File: config.mk
export PLATFORM = sky130hd
export DESIGN_NAME = nrb_ctrl
export DESIGN_NICKNAME = d
export VERILOG_FILES = /design/src/design/nrb_pkg.sv /design/src/design/nrb_ctrl.sv
export SDC_FILE = /design/constraint.sdc
export NUM_CORES = 1
export LEC_CHECK = 0
export ABC_AREA = 0
export BUFFER_PORTS_ARGS = -buffer_cell sky130_fd_sc_hd__buf_4
export CAP_MARGIN = 20
export CELL_PAD_IN_SITES_DETAIL_PLACEMENT = 0
export CELL_PAD_IN_SITES_GLOBAL_PLACEMENT = 1
export CORE_AREA = 2 2 39 41
export CTS_BUF_LIST = sky130_fd_sc_hd__clkbuf_4 sky130_fd_sc_hd__clkbuf_8
export CTS_CLUSTER_DIAMETER = 120
export CTS_CLUSTER_SIZE = 14
export DETAILED_ROUTE_END_ITERATION = 6
export DIE_AREA = 0 0 41 43
export HOLD_SLACK_MARGIN = 0.06
export PLACE_DENSITY = 0.52
export SLEW_MARGIN = 20
export SYNTH_ARGS = -nofsm -noshare
export SYNTH_HDL_FRONTEND = slang
export SYNTH_SLANG_ARGS = --single-unit
export TNS_END_PERCENT = 30
File: constraint.sdc
create_clock -name clock -period 1.1 [get_ports clock]
set_input_delay 0.055 -clock clock [delete_from_list [all_inputs] [get_ports clock]]
set_output_delay 0.055 -clock clock [all_outputs]
set_load 0.1 [all_outputs]
File: src/design/nrb_pkg.sv
// Package for the network controller register block: widths, offsets, codes,
// PHY answer constants and the command and status structs.
// Depends on nothing; every other file of the block imports it.
`default_nettype none

package nrb_pkg;

   localparam int NRB_REG_WORDS = 256;

   localparam int ADDR_W = 10;
   localparam int DATA_W = 32;
   localparam int SIZE_W = 2;
   localparam int WIDX_W = ADDR_W - 2;

   localparam logic CMD_READ  = 1'b0;
   localparam logic CMD_WRITE = 1'b1;

   localparam logic [SIZE_W-1:0] SIZE_BYTE = 2'd0;
   localparam logic [SIZE_W-1:0] SIZE_HALF = 2'd1;
   localparam logic [SIZE_W-1:0] SIZE_WORD = 2'd2;
   localparam logic [SIZE_W-1:0] SIZE_BAD  = 2'd3;

   localparam logic [ADDR_W-1:0] OFF_STATUS  = 10'h000;
   localparam logic [ADDR_W-1:0] OFF_MASK    = 10'h004;
   localparam logic [ADDR_W-1:0] OFF_SETUP5  = 10'h130;
   localparam logic [ADDR_W-1:0] OFF_SETUP3  = 10'h134;
   localparam logic [ADDR_W-1:0] OFF_CONTROL = 10'h144;
   localparam logic [ADDR_W-1:0] OFF_MIISTAT = 10'h180;
   localparam logic [ADDR_W-1:0] OFF_MIICTL  = 10'h190;
   localparam logic [ADDR_W-1:0] OFF_MIIDATA = 10'h194;

   localparam logic [WIDX_W-1:0] IDX_STATUS  = OFF_STATUS[ADDR_W-1:2];
   localparam logic [WIDX_W-1:0] IDX_MASK    = OFF_MASK[ADDR_W-1:2];
   localparam logic [WIDX_W-1:0] IDX_SETUP5  = OFF_SETUP5[ADDR_W-1:2];
   localparam logic [WIDX_W-1:0] IDX_SETUP3  = OFF_SETUP3[ADDR_W-1:2];
   localparam logic [WIDX_W-1:0] IDX_CONTROL = OFF_CONTROL[ADDR_W-1:2];
   localparam logic [WIDX_W-1:0] IDX_MIICTL  = OFF_MIICTL[ADDR_W-1:2];

   localparam logic [DATA_W-1:0] CTL_IDLE_VALUE  = 32'h0000_0008;
   localparam logic [DATA_W-1:0] SETUP3_KICK     = 32'h0020_0010;
   localparam logic [DATA_W-1:0] SETUP5_KICK     = 32'h8000_0000;
   localparam logic [DATA_W-1:0] MIICTL_BUSY     = 32'h0001_0000;
   localparam logic [DATA_W-1:0] PHY_ABSENT      = 32'hFFFF_FFFF;
   localparam logic [DATA_W-1:0] PHY_STATUS_VAL  = 32'h0000_0024;
   localparam logic [DATA_W-1:0] PHY_ABILITY_VAL = 32'h0000_03E0;

   localparam logic [4:0] PHY_OWN_ADDR    = 5'd1;
   localparam logic [4:0] PHY_REG_STATUS  = 5'd1;
   localparam logic [4:0] PHY_REG_ADVERT  = 5'd4;
   localparam logic [4:0] PHY_REG_PARTNER = 5'd5;

   typedef struct packed {
      logic clear_en;
      logic load_req;
      logic commit;
   } nrb_cmd_type;

   typedef struct packed {
      logic clear_done;
   } nrb_status_type;

endpackage

`default_nettype wire

File: src/design/nrb_ctrl.sv
// Controller of the register block: clearing pass, request acceptance,
// execution and the response valid flag.
// Depends on nrb_pkg for the command and status structs.
`default_nettype none

module nrb_ctrl (
   input  wire                     clock,
   input  wire                     reset,
   input  wire                     req_valid,
   output logic                    req_ready,
   output logic                    rsp_valid,
   input  wire                     rsp_ready,
   output nrb_pkg::nrb_cmd_type    cmd,
   input  nrb_pkg::nrb_status_type status
);
   import nrb_pkg::*;

   typedef enum logic [1:0] {
      S_CLEAR,
      S_IDLE,
      S_EXEC
   } state_type;

   state_type state_ff, state_in;
   logic      rsp_valid_ff, rsp_valid_in;
   logic      out_free;

   assign out_free  = !rsp_valid_ff || rsp_ready;
   assign req_ready = (state_ff == S_IDLE);
   assign rsp_valid = rsp_valid_ff;

   always_comb begin
      state_in     = state_ff;
      rsp_valid_in = rsp_valid_ff && !rsp_ready;
      cmd          = '0;
      case (state_ff)
         S_CLEAR: begin
            cmd.clear_en = 1'b1;
            if (status.clear_done) begin
               state_in = S_IDLE;
            end
         end
         S_IDLE: begin
            if (req_valid) begin
               cmd.load_req = 1'b1;
               state_in     = S_EXEC;
            end
         end
         S_EXEC: begin
            if (out_free) begin
               cmd.commit   = 1'b1;
               rsp_valid_in = 1'b1;
               state_in     = S_IDLE;
            end
         end
         default: begin
            state_in = S_CLEAR;
         end
      endcase
   end

   always_ff @(posedge clock) begin
      if (reset) begin
         state_ff     <= S_CLEAR;
         rsp_valid_ff <= 1'b0;
      end else begin
         state_ff     <= state_in;
         rsp_valid_ff <= rsp_valid_in;
      end
   end

endmodule

`default_nettype wire

# Word level (Yosys, flattened, before mapping)
# Cells that the tools add are included.
# W data, S select, Z words.
[classes] n_eq_ne=5 muxes=11 reduce_logical=6
[ops] cell="$mux W1" n=7
[ops] cell="$mux W2" n=3
[ops] cell="$ne A2 B2 Y1 const B" n=3
[ops] cell="$pmux W2 S3" n=1
[ops] cell="$reduce_and A3 Y1" n=1
[ops] cell="$eq A2 B1 Y1 const B" n=1
[ops] cell="$eq A2 B2 Y1 const B" n=1
[ops] cell="$logic_not A1 Y1" n=2
[ops] cell="$logic_not A2 Y1" n=1
[ops] cell="$logic_and A1 B1 Y1" n=1
[ops] cell="$logic_or A1 B1 Y1" n=1
[totals] regBits=3 inputBits=5 out_inout_bits=5

# Longest topological paths before layout
[logic_depth] word_depth=4 mapped_depth=2 mapped_depth_nobuf=2

# Worst setup path after synthesis
# OpenSTA, ideal clock, no wires.
[synth_path] kind="reg2out" start="register rsp_valid_ff (netlist: rsp_valid)" end="output port cmd[0] in the netlist's numbering" t_arrival_ps=2229 t_required_ps=1045 slack_ps=-1184 stages_incl_launch_ff=3 n_path_buf=0 path_cell_list="dfxtp_1 > nand2b_1 > nor2b_1"
[synth_lines] element="start, declared" line="nrb_ctrl.sv:25" rtl="logic rsp_valid_ff, rsp_valid_in;"
[synth_lines] element="start signal, assigned" line="nrb_ctrl.sv:68" rtl="rsp_valid_ff <= rsp_valid_in;"
[synth_lines] element="end, declared" line="nrb_ctrl.sv:13" rtl="output nrb_pkg::nrb_cmd_type cmd,"

==> metrics.txt <==
# TYPE chip_impl_metric gauge
chip_impl_metric{name="fmax",unit="GHz"} 0.8247
chip_impl_metric{name="ff2ff_path_depth",unit=""} 3
chip_impl_metric{name="area.growth.synth_to_final",unit="%"} 135.7
chip_impl_metric{name="wl",unit="um"} 436
chip_impl_metric{name="report.power.total",unit="mW"} 0.5328
chip_impl_metric{name="grt_start_max_net_pins",unit=""} 7
chip_impl_metric{name="critPathMaxStageDelay",unit="ns"} 0.34
chip_impl_metric{name="synth_sequential_area_ratio",unit="%"} 38.10
chip_impl_metric{name="post_cts_buffers",unit=""} 0
chip_impl_metric{name="initial_utilization",unit="%"} 11.39
chip_impl_metric{name="synthesized_netlist_cell_count",unit=""} 16
chip_impl_metric{name="starting_drc_count_in_detailed_routing",unit=""} 0
chip_impl_metric{name="timing.critical_path.arrival",unit="ns"} 1.16
chip_impl_metric{name="headroom_to_the_max_slew_limit",unit="%"} 82.87
chip_impl_metric{name="ys_types",unit=""} 13
chip_impl_metric{name="clock_sinks",unit=""} 3
chip_impl_info{name="failed_checks",value="setup timing"} 1
chip_impl_metric{name="clk_pin_slew_worst_paths",unit="ns"} 0.04
chip_impl_metric{name="drc",unit=""} 0
chip_impl_info{name="critical_path.reg2reg.startpoint",value="state_ff[1]"} 1
chip_impl_metric{name="timing.reg2reg.setup_slack",unit="ns"} 0.07
chip_impl_info{name="post_synth_main_area_contributors",value="dfxtp_1, and3b_2, nor4bb_1"} 1
chip_impl_metric{name="routed_wire_length_per_instance",unit="um"} 9.083
chip_impl_metric{name="max_cap_viol_count",unit=""} 0
chip_impl_metric{name="grt_first_pass_wirelength",unit="um"} 731
chip_impl_metric{name="cp_data_required_time",unit="ns"} 1.04
chip_impl_info{name="crit_slowest_cell",value="dfxtp_2"} 1
chip_impl_metric{name="num_io_pins",unit=""} 10
chip_impl_metric{name="clock-skew-final",unit="ns"} 0.001989
chip_impl_metric{name="cell_area_synth",unit="um2"} 157.7
chip_impl_info{name="tritoncts_clock_tree",value="yes"} 1
chip_impl_metric{name="timing.final.ws_setup",unit="ns"} -0.1125
chip_impl_metric{name="filler_cell_count",unit=""} 150
chip_impl_info{name="timing.setup.critical_path_class",value="reg -> out"} 1
chip_impl_info{name="critical_path.startpoint_type",value="flop"} 1
chip_impl_metric{name="num_vias",unit=""} 179
chip_impl_metric{name="post_drt_via_cell_ratio",unit=""} 3.729
chip_impl_metric{name="clock_insertion_delay_worst_skew",unit="ns"} 0.23
chip_impl_metric{name="vias_in_the_first_global_route",unit=""} 217
chip_impl_metric{name="hold_violations",unit=""} 0
chip_impl_metric{name="postSynthNetCount",unit=""} 21
chip_impl_metric{name="dpl_cell_area",unit="um2"} 275.3
chip_impl_metric{name="finalMaxSlewViolations",unit=""} 0
chip_impl_metric{name="timing.final.setup_violations",unit=""} 3
chip_impl_metric{name="die_width",unit="um"} 41
chip_impl_metric{name="ys.warnings.count",unit=""} 0
chip_impl_info{name="timing.critical_path.to_type",value="primary output"} 1
chip_impl_metric{name="synthesis.area_per_instance",unit="um2"} 9.853
chip_impl_metric{name="number_of_standard_cells_in_the_layout_taps_in_and_fillers_out",unit=""} 48
chip_impl_metric{name="row_count",unit=""} 14
chip_impl_metric{name="placeableCoreArea",unit="um2"} 1384
chip_impl_metric{name="gp_congestion",unit=""} 0.5579
chip_impl_info{name="rsz0062_at_grt",value="yes"} 1
chip_impl_metric{name="cp_max_fo",unit=""} 5
chip_impl_metric{name="diodes",unit=""} 0
chip_impl_info{name="worst_setup_path_endpoint",value="cmd[0]"} 1
chip_impl_metric{name="max-vdd-ir-drop",unit="uV"} 348.2
chip_impl_info{name="ctsRootBufferMaster",value="clkbuf_4"} 1
chip_impl_metric{name="p_per_area",unit="nW/um2"} 1434
chip_impl_metric{name="global_route.usage.total",unit="%"} 6.212
chip_impl_info{name="r2r-end",value="state_ff[1]"} 1
chip_impl_metric{name="post-route-period-util",unit="%"} 110.2
chip_impl_info{name="mostFrequentLayoutCells",value="buf_4, clkbuf_4, buf_12"} 1
chip_impl_info{name="leading_cell_type_in_the_layout_fill_and_taps_excluded",value="buf_4"} 1
chip_impl_info{name="timing.critical_path.cells",value="or2b_1 -> nor2b_4 -> buf_12"} 1
chip_impl_info{name="min-delay-path-class",value="in -> reg"} 1
chip_impl_metric{name="cts.path.max_buffers",unit=""} 2
chip_impl_metric{name="grt_overflow",unit=""} 0
chip_impl_metric{name="antenna_violations_before_repair",unit=""} 0
chip_impl_info{name="outcome",value="finished, violations left"} 1
chip_impl_info{name="synth.largest_area_cell",value="dfxtp_1"} 1
chip_impl_metric{name="final_layout_size_suffix_gt1_share",unit="%"} 68.75
chip_impl_metric{name="nets",unit=""} 38
chip_impl_metric{name="worst_slew_pin_slew",unit="ns"} 0.2535
chip_impl_metric{name="timing.final.crit_period",unit="ns"} 1.213
chip_impl_info{name="worstSetupStartpoint",value="state_ff[1]"} 1
chip_impl_metric{name="place_inst",unit=""} 43
chip_impl_metric{name="numPortBuffers",unit=""} 9
chip_impl_metric{name="finish.instance_area",unit="um2"} 371.6
chip_impl_metric{name="synth.top_cell.area_share",unit="%"} 38.10
chip_impl_metric{name="die_height",unit="um"} 43
chip_impl_metric{name="fp.dieArea",unit="um2"} 1763
chip_impl_metric{name="htree_num_levels",unit=""} 1
chip_impl_metric{name="totalNegativeSetupSlack",unit="ns"} -0.2748
chip_impl_metric{name="dp_hpwl",unit="um"} 323.9
chip_impl_metric{name="postSynthRegisterBits",unit=""} 3
chip_impl_metric{name="cts_buffers",unit=""} 3
chip_impl_metric{name="drt_first_pass_iters",unit=""} 1
chip_impl_metric{name="power.static_leakage",unit="nW"} 0.1668
chip_impl_metric{name="ant_nets_after_route",unit=""} 0
power by group:
group | switching (mW) | internal, mW | leakage (nW)
registers | 0.00668 | 0.115 | 0.0261
logic | 0.122 | 0.0794 | 0.122
clock network | 0.0498 | 0.160 | 0.0184
state kept, by name, summed over array words and instances, names as in the netlist:
name,flops
state_ff,2
rsp_valid,1
per-stage QoR:
step	worst slack, ns	hold WS [ns]	utilization [%]
after detailed placement	0.04426	0.2390	19.89
after CTS	-0.1230	0.09723	26.40
after global routing	-0.1493	0.1061	26.85
after global placement	0.05140	0.2379	19.89
final	-0.1125	0.1022	26.85
after floorplan	-0.09938	0.1144	-
critical path, delay by kind of cell (launching register included):
| family | cells | cell delay, ns |
|---|---|---|
| simple gates | 2 | 0.41 |
| buf+inv | 1 | 0.18 |
| flops | 1 | 0.34 |
repair_timing:
| action | CTS | global route |
|---|---|---|
| endpoints found under the setup margin | 4 | 4 |
| endpoints found under the hold margin | 2 | 0 |
| hold buffers | 1 | 0 |
| resized for setup | 12 | 2 |
cells by family (layout without fill, tap and decap cells):
kind of cell / after synthesis / after routing / share of synthesized area [%]
simple gates: 10 / 10 / 46.84
compound gates: 3 / 3 / 15.08
flops: 3 / 3 / 38.10
buf+inv: 0 / 16 / 0
layout make-up:
type	instances	area, um2	area share (%)
Clock buffer	4	30.03	8.081
Multi-Input combinational cell	13	112.6	30.30
Sequential cell	3	66.31	17.85
Tap cell	16	20.02	5.387
Timing Repair Buffer	12	142.6	38.38
cell usage after synthesis (all sizes together):
cell	count
dfxtp	3
and3b	2
nor2	2
a21oi	1
and2b	1
nand2b	1
nor2b	1
nor4bb	1
o21ba	1
o41ai	1
or2b	1
or4b	1
worst min-delay path by stage:
stage                     start  slack [ns]  cells past startpoint          end
after global placement    reset        0.24                      2    rsp_valid
after CTS                 reset         0.1                      2  state_ff[1]
after detailed placement  reset        0.24                      2    rsp_valid
after global routing      reset        0.11                      2  state_ff[1]
final                     reset        0.10                      2  state_ff[1]
after floorplan           reset        0.11                      1    rsp_valid
metal layers:
metal  wire (um)  track usage (%)  vias to the layer above
li1            -                -                       91
met3          18                0                        0
met2         261            11.56                        5
met1         156            5.112                       83
met4           0            6.000                        0
met5           0                0                        -
Power figures use the tool's default switching activity.
